<file path="src/rtl/core/ipv4_prefix_acl_first_match_macros.svh">
// assertion macros for the ipv4 prefix acl block
// used by the datapath; relies on aclk and aresetn being in scope
`ifndef IPV4_PREFIX_ACL_FIRST_MATCH_MACROS_SVH
`define IPV4_PREFIX_ACL_FIRST_MATCH_MACROS_SVH

// same-cycle implication, checked outside reset
`define IPACL_ASSERT_IMP(lbl, ante, cons, msg) \
    lbl: assert property (@(posedge aclk) disable iff (!aresetn) (ante) |-> (cons)) \
        else $error(msg);

// next-cycle implication, checked outside reset
`define IPACL_ASSERT_NXT(lbl, ante, cons, msg) \
    lbl: assert property (@(posedge aclk) disable iff (!aresetn) (ante) |=> (cons)) \
        else $error(msg);

`endif

</file>
<file path="src/rtl/core/ipacl_pkg.sv">
// shared types and constants for the ipv4 prefix acl block
// no dependencies
package ipacl_pkg;

    localparam int unsigned ADDR_BITS = 32;
    localparam logic [5:0]  LEN_MAX   = 6'd32;
    localparam logic [ADDR_BITS-1:0] ADDR_ONES = '1;

    localparam logic ACT_ADD   = 1'b0;
    localparam logic ACT_QUERY = 1'b1;

    typedef enum logic [1:0] {
        KIND_STORED  = 2'd0,
        KIND_DROPPED = 2'd1,
        KIND_ANSWER  = 2'd2
    } kind_t;

    typedef enum logic [1:0] {
        ST_IDLE,
        ST_ADD,
        ST_SCAN,
        ST_RESULT
    } state_t;

    // one stored rule
    typedef struct packed {
        logic [ADDR_BITS-1:0] prefix;
        logic [5:0]           length;
        logic                 verdict;
    } rule_t;

    // controller to datapath
    typedef struct packed {
        logic load;      // capture the accepted transaction
        logic add_en;    // append rule or flag table full
        logic scan_en;   // walk the rule memory
        logic emit;      // result handed to the output register
    } cmd_t;

    // datapath to controller
    typedef struct packed {
        logic count_zero;
        logic hit;
        logic last;
    } stat_t;

    typedef struct packed {
        kind_t      kind;
        logic       permit;
        logic       matched;
        logic [5:0] index;
    } res_t;

    function automatic logic [ADDR_BITS-1:0] prefix_mask(input logic [5:0] len);
        logic [5:0] sh;
        sh = LEN_MAX - len;
        if (len == '0) begin
            return '0;
        end
        return ADDR_ONES << sh;
    endfunction

endpackage

</file>
<file path="src/rtl/core/ipv4_prefix_acl_first_match.sv">
// top level of the first-match ipv4 prefix access list
// depends on ipacl_pkg, ipacl_ctrl and ipacl_dp
//
// channel   dir  tdata (lsb first)                        tuser
// s_        in   address[31:0] prefix_len[37:32] allow[38] action (0 add, 1 query)
// m_        out  permit[0] matched[1] rule_index[7:2]      kind (0 stored, 1 dropped, 2 answer)
//
// an add holds the block through capture, memory write and hand-off
// a query walks the rules up to and including the first match, all of them on a miss
// and at most MAX_RULES: the rule memory has one read port and is walked one entry per
// cycle behind a registered read; a query on an empty table skips the walk
// one transaction is in flight at a time; a waiting result sits in the output register
// while the next transaction is accepted and worked on, a full output register stalls
// only the hand-off; synchronous active-low reset empties the table, no clearing pass
module ipv4_prefix_acl_first_match #(
    parameter int unsigned MAX_RULES = 64
) (
    input  logic        aclk,
    input  logic        aresetn,
    input  logic        s_tvalid,
    output logic        s_tready,
    input  logic [39:0] s_tdata,    // address, prefix_len, allow, zero pad
    input  logic        s_tuser,    // action
    output logic        m_tvalid,
    input  logic        m_tready,
    output logic [7:0]  m_tdata,    // permit, matched, rule_index
    output logic [1:0]  m_tuser     // kind
);
    import ipacl_pkg::*;

    cmd_t  cmd;
    stat_t stat;
    res_t  res;
    logic  out_free;

    logic       m_tvalid_reg;
    logic [7:0] m_tdata_reg;
    logic [1:0] m_tuser_reg;

    // output slot can take a result this cycle
    assign out_free = !m_tvalid_reg || m_tready;

    ipacl_ctrl u_ctrl (
        .aclk      (aclk),
        .aresetn   (aresetn),
        .in_valid  (s_tvalid),
        .in_action (s_tuser),
        .in_ready  (s_tready),
        .out_free  (out_free),
        .stat      (stat),
        .cmd       (cmd)
    );

    ipacl_dp #(
        .MAX_RULES (MAX_RULES)
    ) u_dp (
        .aclk          (aclk),
        .aresetn       (aresetn),
        .in_address    (s_tdata[31:0]),
        .in_prefix_len (s_tdata[37:32]),
        .in_allow      (s_tdata[38]),
        .cmd           (cmd),
        .stat          (stat),
        .res           (res)
    );

    // output register, decouples result hand-off from the next transaction
    always_ff @(posedge aclk) begin
        if (!aresetn) begin
            m_tvalid_reg <= 1'b0;
        end else if (cmd.emit) begin
            m_tvalid_reg <= 1'b1;
        end else if (m_tready) begin
            m_tvalid_reg <= 1'b0;
        end
    end

    always_ff @(posedge aclk) begin
        if (cmd.emit) begin
            m_tdata_reg <= {res.index, res.matched, res.permit};
            m_tuser_reg <= res.kind;
        end
    end

    assign m_tvalid = m_tvalid_reg;
    assign m_tdata  = m_tdata_reg;
    assign m_tuser  = m_tuser_reg;

endmodule

</file>
<file path="src/rtl/core/ipacl_ctrl.sv">
// sequencing state machine for the ipv4 prefix acl block
// depends on ipacl_pkg
module ipacl_ctrl (
    input  logic            aclk,
    input  logic            aresetn,
    input  logic            in_valid,
    input  logic            in_action,
    output logic            in_ready,
    input  logic            out_free,
    input  ipacl_pkg::stat_t stat,
    output ipacl_pkg::cmd_t  cmd
);
    import ipacl_pkg::*;

    state_t state_reg;
    state_t state_next;

    always_ff @(posedge aclk) begin
        if (!aresetn) begin
            state_reg <= ST_IDLE;
        end else begin
            state_reg <= state_next;
        end
    end

    always_comb begin
        state_next = state_reg;
        cmd        = '0;
        in_ready   = 1'b0;
        case (state_reg)
            ST_IDLE: begin
                in_ready = 1'b1;
                if (in_valid) begin
                    cmd.load = 1'b1;
                    if (in_action == ACT_ADD) begin
                        state_next = ST_ADD;
                    end else if (stat.count_zero) begin
                        state_next = ST_RESULT;
                    end else begin
                        state_next = ST_SCAN;
                    end
                end
            end
            ST_ADD: begin
                cmd.add_en = 1'b1;
                state_next = ST_RESULT;
            end
            ST_SCAN: begin
                cmd.scan_en = 1'b1;
                if (stat.hit || stat.last) begin
                    state_next = ST_RESULT;
                end
            end
            ST_RESULT: begin
                if (out_free) begin
                    cmd.emit   = 1'b1;
                    state_next = ST_IDLE;
                end
            end
            default: begin
                state_next = ST_IDLE;
            end
        endcase
    end

endmodule

</file>
<file path="src/rtl/core/ipacl_dp.sv">
// rule memory, scan pipeline and result registers for the ipv4 prefix acl block
// depends on ipacl_pkg and ipv4_prefix_acl_first_match_macros.svh
module ipacl_dp #(
    parameter int unsigned MAX_RULES = 64
) (
    input  logic                 aclk,
    input  logic                 aresetn,
    input  logic [31:0]          in_address,
    input  logic [5:0]           in_prefix_len,
    input  logic                 in_allow,
    input  ipacl_pkg::cmd_t      cmd,
    output ipacl_pkg::stat_t     stat,
    output ipacl_pkg::res_t      res
);
    import ipacl_pkg::*;
    `include "ipv4_prefix_acl_first_match_macros.svh"

    localparam int unsigned IDX_W = (MAX_RULES > 1) ? $clog2(MAX_RULES) : 1;
    localparam int unsigned CNT_W = $clog2(MAX_RULES + 1);
    localparam logic [CNT_W-1:0] CNT_MAX = CNT_W'(MAX_RULES);

    rule_t mem [MAX_RULES];

    logic [31:0]      addr_reg;
    logic [5:0]       len_reg;
    logic             allow_reg;
    logic [CNT_W-1:0] count_reg;
    logic [CNT_W-1:0] rd_idx_reg;
    rule_t            rdata_reg;
    logic             cmp_valid_reg;
    logic [IDX_W-1:0] cmp_idx_reg;
    res_t             res_reg;

    logic             full;
    logic             wr_en;
    logic             issue;
    logic [31:0]      cmp_mask;
    logic             hit;
    logic             last;

    assign full     = (count_reg == CNT_MAX);
    assign wr_en    = cmd.add_en && !full;
    assign issue    = cmd.scan_en && (rd_idx_reg < count_reg);
    assign cmp_mask = prefix_mask(rdata_reg.length);
    assign hit      = cmp_valid_reg && ((addr_reg & cmp_mask) == rdata_reg.prefix);
    assign last     = cmp_valid_reg
                      && ((CNT_W'(cmp_idx_reg) + CNT_W'(1)) == count_reg);

    assign stat.count_zero = (count_reg == '0);
    assign stat.hit        = hit;
    assign stat.last       = last;
    assign res             = res_reg;

    // rule memory, one write and one registered read port
    always_ff @(posedge aclk) begin
        if (wr_en) begin
            mem[count_reg[IDX_W-1:0]] <= '{prefix:  addr_reg & prefix_mask(len_reg),
                                           length:  len_reg,
                                           verdict: allow_reg};
        end
        rdata_reg <= mem[rd_idx_reg[IDX_W-1:0]];
    end

    // captured transaction
    always_ff @(posedge aclk) begin
        if (cmd.load) begin
            addr_reg  <= in_address;
            len_reg   <= (in_prefix_len > LEN_MAX) ? LEN_MAX : in_prefix_len;
            allow_reg <= in_allow;
        end
    end

    always_ff @(posedge aclk) begin
        if (!aresetn) begin
            count_reg     <= '0;
            rd_idx_reg    <= '0;
            cmp_valid_reg <= 1'b0;
            cmp_idx_reg   <= '0;
        end else begin
            if (wr_en) begin
                count_reg <= count_reg + CNT_W'(1);
            end
            if (cmd.load) begin
                rd_idx_reg    <= '0;
                cmp_valid_reg <= 1'b0;
            end else begin
                cmp_valid_reg <= issue;
                cmp_idx_reg   <= rd_idx_reg[IDX_W-1:0];
                if (issue) begin
                    rd_idx_reg <= rd_idx_reg + CNT_W'(1);
                end
            end
        end
    end

    // result: an add reports stored or dropped; a query defaults to allow with no match until a rule hits
    always_ff @(posedge aclk) begin
        if (cmd.load) begin
            res_reg <= '{kind: KIND_ANSWER, permit: 1'b1, matched: 1'b0, index: '0};
        end else if (cmd.add_en) begin
            res_reg <= '{kind: (full ? KIND_DROPPED : KIND_STORED),
                         permit: 1'b0, matched: 1'b0, index: '0};
        end else if (cmd.scan_en && hit) begin
            res_reg.permit  <= rdata_reg.verdict;
            res_reg.matched <= 1'b1;
            res_reg.index   <= 6'(cmp_idx_reg);
        end
    end

    `IPACL_ASSERT_IMP(a_count_bound, 1'b1, count_reg <= CNT_MAX, "rule count above table size")
    `IPACL_ASSERT_IMP(a_hit_in_range, cmd.scan_en && hit, CNT_W'(cmp_idx_reg) < count_reg, "hit on unwritten rule")
    `IPACL_ASSERT_NXT(a_add_grows, wr_en, count_reg == $past(count_reg) + CNT_W'(1), "add did not grow table")
    `IPACL_ASSERT_NXT(a_load_flush, cmd.load, !cmp_valid_reg && (rd_idx_reg == '0), "scan pipe not flushed")

endmodule

</file>
<file path="config.mk">
export PLATFORM = sky130hd
export DESIGN_NAME = ipv4_prefix_acl_first_match
export DESIGN_NICKNAME = d
export VERILOG_FILES = /design/src/rtl/core/ipacl_pkg.sv /design/src/rtl/core/ipv4_prefix_acl_first_match.sv /design/src/rtl/core/ipacl_ctrl.sv /design/src/rtl/core/ipacl_dp.sv
export VERILOG_INCLUDE_DIRS = /design/src /design/src/rtl/core
export SDC_FILE = /design/constraint.sdc
export NUM_CORES = 2
export LEC_CHECK = 0
export BUFFER_PORTS_ARGS = -buffer_cell sky130_fd_sc_hd__buf_2
export CAP_MARGIN = 0
export CORE_ASPECT_RATIO = 0.9
export CORE_UTILIZATION = 66
export DETAILED_ROUTE_END_ITERATION = 8
export PLACE_DENSITY = 0.91
export SLEW_MARGIN = 30
export SYNTH_ARGS = -nofsm -noshare
export SYNTH_HDL_FRONTEND = slang
export SYNTH_HIERARCHICAL = 1
export SYNTH_SLANG_ARGS = --single-unit
export TNS_END_PERCENT = 5
</file>
<file path="constraint.sdc">
create_clock -name aclk -period 16.7 [get_ports aclk]
set_clock_uncertainty 0.2 [all_clocks]
set_input_delay 1.67 -clock aclk [delete_from_list [all_inputs] [get_ports aclk]]
set_output_delay 1.67 -clock aclk [all_outputs]
set_load 0.05 [all_outputs]
</file>
* Yosys cells after proc, flatten, opt, wreduce, memory -nomap -nowiden
Memory sizes are Yosys's and may differ from the RTL's. A register that Yosys moved wholly into a read port is not among the register bits.
Cells that the tools add are included.
** Word-level totals
- Register bits after elaboration :: 83
- Bits in writable memories :: 2496
- Output and inout port bits :: 12
- Memories kept :: 1
** Operators by class
- Add/subtract/negate cells :: 5
- Order comparisons :: 2
- Equal/unequal tests :: 9
- Shift operators :: 2
- Muxes and demuxes :: 28
- Bitwise gates (word level) :: 3
- Reductions and logical operators :: 18
** Memory list
- u_dp.mem :: depth 64, width 39, rd ports 1, clocked after Yosys merged registers in 1, write ports 1, line ipacl_dp.sv:22 : rule_t mem [MAX_RULES];
** Operator list (count)
- $mux W32 :: 5
- $and A32 B32 Y32 :: 2
- $shl A32 B6 Y32 const A :: 2
- $eq A32 B32 Y1 :: 1
- $mux W1 :: 16
- $mux W8 :: 2
- $add A7 B1 Y7 const B :: 2
- $logic_not A6 Y1 :: 2
- $sub A6 B6 Y6 const A :: 2
- $mux W2 :: 4
- $pmux W2 S4 :: 1
- $add A6 B1 Y7 const B :: 1
- $eq A7 B7 Y1 :: 1
- $eq A7 B7 Y1 const B :: 1
- $logic_not A7 Y1 :: 1
- $lt A7 B7 Y1 :: 1
- $gt A6 B6 Y1 const B :: 1
- $logic_and A1 B1 Y1 :: 5
- $eq A2 B2 Y1 const B :: 2
- $ne A2 B2 Y1 const B :: 2
- $reduce_bool A2 Y1 :: 2
- $reduce_or A2 Y1 :: 2
- $reduce_and A3 Y1 :: 1
- $eq A2 B1 Y1 const B :: 1
- 5 further kinds :: 7

* Longest topological paths before layout
- Depth after elaboration :: 9
- Gate-level depth with buffers :: 18

* By module
The synthesis kept the hierarchy.
** By module, submodules not included
- ipacl_dp :: instances 1, cells each 4254, area an instance 100556.4 µm², seq. area each 77524.4 µm²
- ipv4_prefix_acl_first_match :: instances 1, cells each 14, area an instance 349.1 µm², seq. area each 320.3 µm²
- ipacl_ctrl :: instances 1, cells each 23, area an instance 219.0 µm², seq. area each 40.0 µm²

* Worst setup path before layout
OpenSTA, ideal clock, no wires.
- Path type :: flip-flop to flip-flop
- From :: register u_dp.len_reg[1]
- To :: memory u_dp/mem[0][11] in the netlist's numbering, data pin
- Setup time :: 916 ps
- Data arrival time :: 6103 ps
- Slack :: 9482 ps
- Cell stages (with the launch flop) :: 9
- Buffers on the path :: 1
- Period minus slack after synthesis :: 7218 ps
- Path through :: edfxtp_1 inv_1 ha_1 inv_1 nor3_1 xnor2_1 nand2b_1 clkbuf_1 nor4b_1
** Between the ends
- Longest elaborated chain between the ends :: 6
- Elaborated cells on any way between the ends :: 8
- Those cells by class :: add/sub: 1; shift: 1; mux: 4; bitwise: 1; reduce/logical: 1
** RTL lines
- from (decl) :: line ipacl_dp.sv:25 : logic [5:0] len_reg;
- from (signal assigned) :: line ipacl_dp.sv:68 : len_reg <= (in_prefix_len > LEN_MAX) ? LEN_MAX : in_prefix_len;
- parallel branches: the longest is 3 deep, another holds $sub A6 B6 Y6
- $mux W32 * :: line ipacl_pkg.sv:60 : return ADDR_ONES << sh;
- $mux W32 * :: line ipacl_dp.sv:56 : if (wr_en) begin
- $and A32 B32 Y32 * :: line ipacl_dp.sv:57 : mem[count_reg[IDX_W-1:0]] <= '{prefix: addr_reg & prefix_mask(len_reg),
- to (decl) :: line ipacl_dp.sv:22
Every way passes the cells marked *. The select of a mux whose other input is x is not followed.

* Final worst setup path
- From :: register u_dp.count_reg[4]
- To :: memory u_dp/mem[10][12] in the netlist's numbering, enable pin
** Between the ends
- Longest elaborated chain between the ends :: 5
** RTL lines
- from (decl) :: line ipacl_dp.sv:27 : logic [CNT_W-1:0] count_reg;
- from (signal assigned) :: line ipacl_dp.sv:81 : count_reg <= count_reg + CNT_W'(1);
- $eq A7 B7 Y1 :: line ipacl_dp.sv:41 : assign full = (count_reg == CNT_MAX);
- $logic_not A1 Y1 :: line ipacl_dp.sv:42 : assign wr_en = cmd.add_en && !full;
- $logic_and A1 B1 Y1 :: line ipacl_dp.sv:42
- $mux W1 :: line ipacl_dp.sv:56
- $mux W1 (implied by the code) :: line ipacl_dp.sv:57
Several ways; a longest one is shown, not always the timed one.

==> flow_metrics.py <==
metrics = {
    "timing": {
        "hold_violations": 0,
        "max_slew_margin_pct": 27.8,
        "drv_slew": 0,
        "setup_violations": 0,
        "min_period_ns": 6.31,
        "max_freq_mhz": 159,
        "period_share_pct": 37.8,
        "tightest_slew_ns": 1.06,
        "rsz0062_at_grt": "false",
        "tns_ns": 0,
    },
    "setup_path": {
        "timing.rr.start": "u_dp/count_reg[4]",
        "worstSetupEndpointType": "register",
        "path_buf_inv": 2,
        "crit_path_max_fanout": 22,
        "criticalPathCategory": "register to register",
        "reg2regPathDepth": 8,
        "worstPathCellList": "inv_1 > nand3_1 > nor3b_1 > a21oi_1 > and2_1 > nand2_1 > nor2_4 > buf_4",
        "slowest_stage": "nor2_4",
        "cpPeakStageDelay_ns": 0.95,
        "cp_num_cells": 8,
        "cp_data_arrival_time_ns": 6.62,
        "required_ns": 17.01,
        "critical_path.top_delay_family": "simple AND/OR/NAND/NOR gates",
        "start_kind": "register",
        "crit_start": "u_dp/count_reg[4]",
    },
    "clock_network": {
        "htreeDepth": 4,
        "clock-root-buffer": "clkbuf_16",
        "clock-sinks": 2618,
        "clk_latency_ns": 0.90,
        "cts_setup_buffers": 0,
        "cts_buffer_depth": 3,
        "numCtsBuffers": 231,
        "cts_tree": "done",
        "postCtsResizedCells": 0,
        "cts_hold_buf": 0,
        "cts.reportedPaths.clkPinSlew_ns": 0.08,
    },
    "place": {
        "dp_hpwl_um": 154000,
        "port-buffer-count": 55,
        "place_congestion": 0.980,
    },
    "synth": {
        "synth_edf_count": 2545,
        "yosysSeqAreaShare_pct": 77.0,
        "syn_area_um2": 101000,
        "async_reset_ff_share_pct": 0,
        "syn_area_per_cell_um2": 23.6,
        "syn_inst": 4291,
        "ys_warn_count": 6,
        "synthDistinctLibCells": 79,
        "synthFlopType": "edfxtp_1",
        "ys_ff_latch": 2618,
        "syn_nets": 4359,
    },
    "die": {
        "dieWidth_um": 415,
        "design.portCount": 57,
        "dieHeight_um": 373,
        "rows": 135,
        "core_area_um2": 151000,
        "die_area_um2": 155000,
        "initial_utilization_pct": 66.8,
    },
    "power_and_ir_drop": {
        "power.total_mw": 14.9,
        "p_leak_nw": 34.6,
        "p_per_area_nw_per_um2": 133,
        "peakVddDrop_mv": 0.148,
    },
    "finish": {
        "final_layout_size_suffix_gt1_share_pct": 31.4,
        "synthToLayoutAreaGrowth_pct": 11.4,
        "largest_reg_flops": 2496,
        "nets": 4561,
    },
    "route": {
        "vias": 53700,
        "drt-pass1-iter-count": 9,
        "ant_nets": 0,
        "drc_errors": 11,
        "finalWirelength_um": 314000,
        "vias_per_cell": 8.04,
        "wire_per_inst_um": 46.9,
        "drtIter0Drc": 11100,
    },
    "grt": {
        "grt_max_degree": 134,
        "overflow": 0,
        "grt_first_pass_wirelength_um": 431000,
        "antenna_found_initial": 32,
        "track_usage_pct": 41.1,
        "grt_pass1_vias": 53600,
    },
    "worst_hold_path": {
        "hp-start": "u_dp/res[2]",
        "hold_path_depth": 0,
        "worstHoldPathType": "register to register",
    },
    "outcome": {
        "violations": "DRC",
        "outcome": "complete, but fails checks",
    },
    "job": {
        "drv_cap": 0,
    },
}
==> worst reg2reg max path, cell delays in order, from the launching register on <==
cell	delay [ns]
dfxtp_1	0.64
inv_1	0.28
nand3_1	0.85
nor3b_1	0.27
a21oi_1	0.90
and2_1	0.44
nand2_1	0.67
nor2_4	0.95
buf_4	0.67
==> report_power, final <==
group	internal, mW	leakage [nW]	total, mW	switching, mW
clock network	2.94	3.68	5.46	2.52
registers	7.66	24.3	7.82	0.156
logic	0.476	6.54	1.65	1.17
==> layer usage <==
layer	routed length (um)	GRT usage [%]	vias up
met3	48500	13.1	1618
met1	92400	51.4	27100
met4	25400	26.4	30
li1	-	-	18800
met5	181	0	-
met2	147000	63.2	6190
==> through the flow <==
step                setup WS (ns)  util (%)  hold WS [ns]  instances  instance area, um2
floorplan                    9.48         -         0.200       4291              101000
global placement            10.94      69.2         0.206       6236              105000
detailed placement          11.18      69.3         0.218       6241              105000
global route                10.62      74.4         0.266       6675              113000
CTS                         10.67      74.3         0.254       6669              112000
finish                      10.39      74.4         0.253       6683              113000
==> path summary, 6_finish.rpt <==
path | end | slack [ns]
worst max-delay path | u_dp/mem[10][12] | 10.39
worst min-delay path | m_tdata[4] | 0.25
worst max register to register | u_dp/mem[10][12] | 10.39
worst min register to register | m_tdata[4] | 0.25
==> area by class of cell <==
cell class,count,area (um2)
fillers,7165,38700
multi-input cells,1412,23000
flip-flops and latches,2618,77900
inverters,38,143
well taps,1986,2480
repair buffers,192,1590
clock inverters,120,1130
diodes,9,22.5
clock buffers,308,6380
==> cell usage after synthesis (25+ instances only) <==
| master | instances | share of area (%) |
|---|---|---|
| buf_1 | 64 | 0.24 |
| o21ai_0 | 34 | 0.17 |
| nor2_1 | 116 | 0.43 |
| clkbuf_1 | 152 | 0.56 |
| edfxtp_1 | 2545 | 76 |
| nand2b_1 | 25 | 0.15 |
| nand2_1 | 50 | 0.19 |
| mux4_2 | 819 | 18 |
| dfxtp_1 | 73 | 1.4 |
| nor2b_1 | 30 | 0.19 |
| inv_1 | 37 | 0.14 |
| nand3_1 | 28 | 0.14 |
| a21oi_1 | 27 | 0.13 |
==> placed cells by master (no fill, tap or decap), drive strengths merged, types with 5 or more instances in the layout <==
| cell | Yosys | layout |
|---|---|---|
| nor2 | 116 | 116 |
| or4 | 5 | 5 |
| a31oi | 7 | 7 |
| o31ai | 6 | 6 |
| nand2 | 50 | 50 |
| xnor2 | 14 | 14 |
| o21ai | 35 | 35 |
| nor4b | 5 | 5 |
| inv | 38 | 49 |
| clkinvlp | 0 | 5 |
| nor2b | 30 | 30 |
| o221ai | 9 | 9 |
| nand2b | 26 | 26 |
| mux2i | 17 | 17 |
| a2111oi | 7 | 7 |
| nor3 | 16 | 16 |
| and3 | 16 | 16 |
| mux4 | 819 | 819 |
| o21a | 6 | 6 |
| nand3 | 28 | 28 |
| o2111ai | 8 | 8 |
| a21oi | 27 | 27 |
| or3 | 6 | 6 |
| o22ai | 6 | 6 |
| xor2 | 14 | 14 |
| a21o | 8 | 8 |
| buf | 71 | 192 |
| or2 | 5 | 5 |
| nand4 | 10 | 10 |
| edfxtp | 2545 | 2545 |
| o211ai | 17 | 17 |
| ha | 23 | 23 |
| dfxtp | 73 | 73 |
| clkinv | 0 | 88 |
| diode | 0 | 9 |
| bufinv | 0 | 16 |
| and2 | 10 | 10 |
| nor4 | 7 | 7 |
| nor3b | 7 | 7 |
| clkbuf | 152 | 308 |
==> cell families after synthesis <==
kind of cell    share of synthesized area (%)
mux                                      18.4
xor+xnor                                0.243
fa+ha+maj                               0.285
simple gates                             1.76
buf+inv                                 0.997
compound gates                           1.28
flops                                    77.0
(Power assumes the default switching activity.)
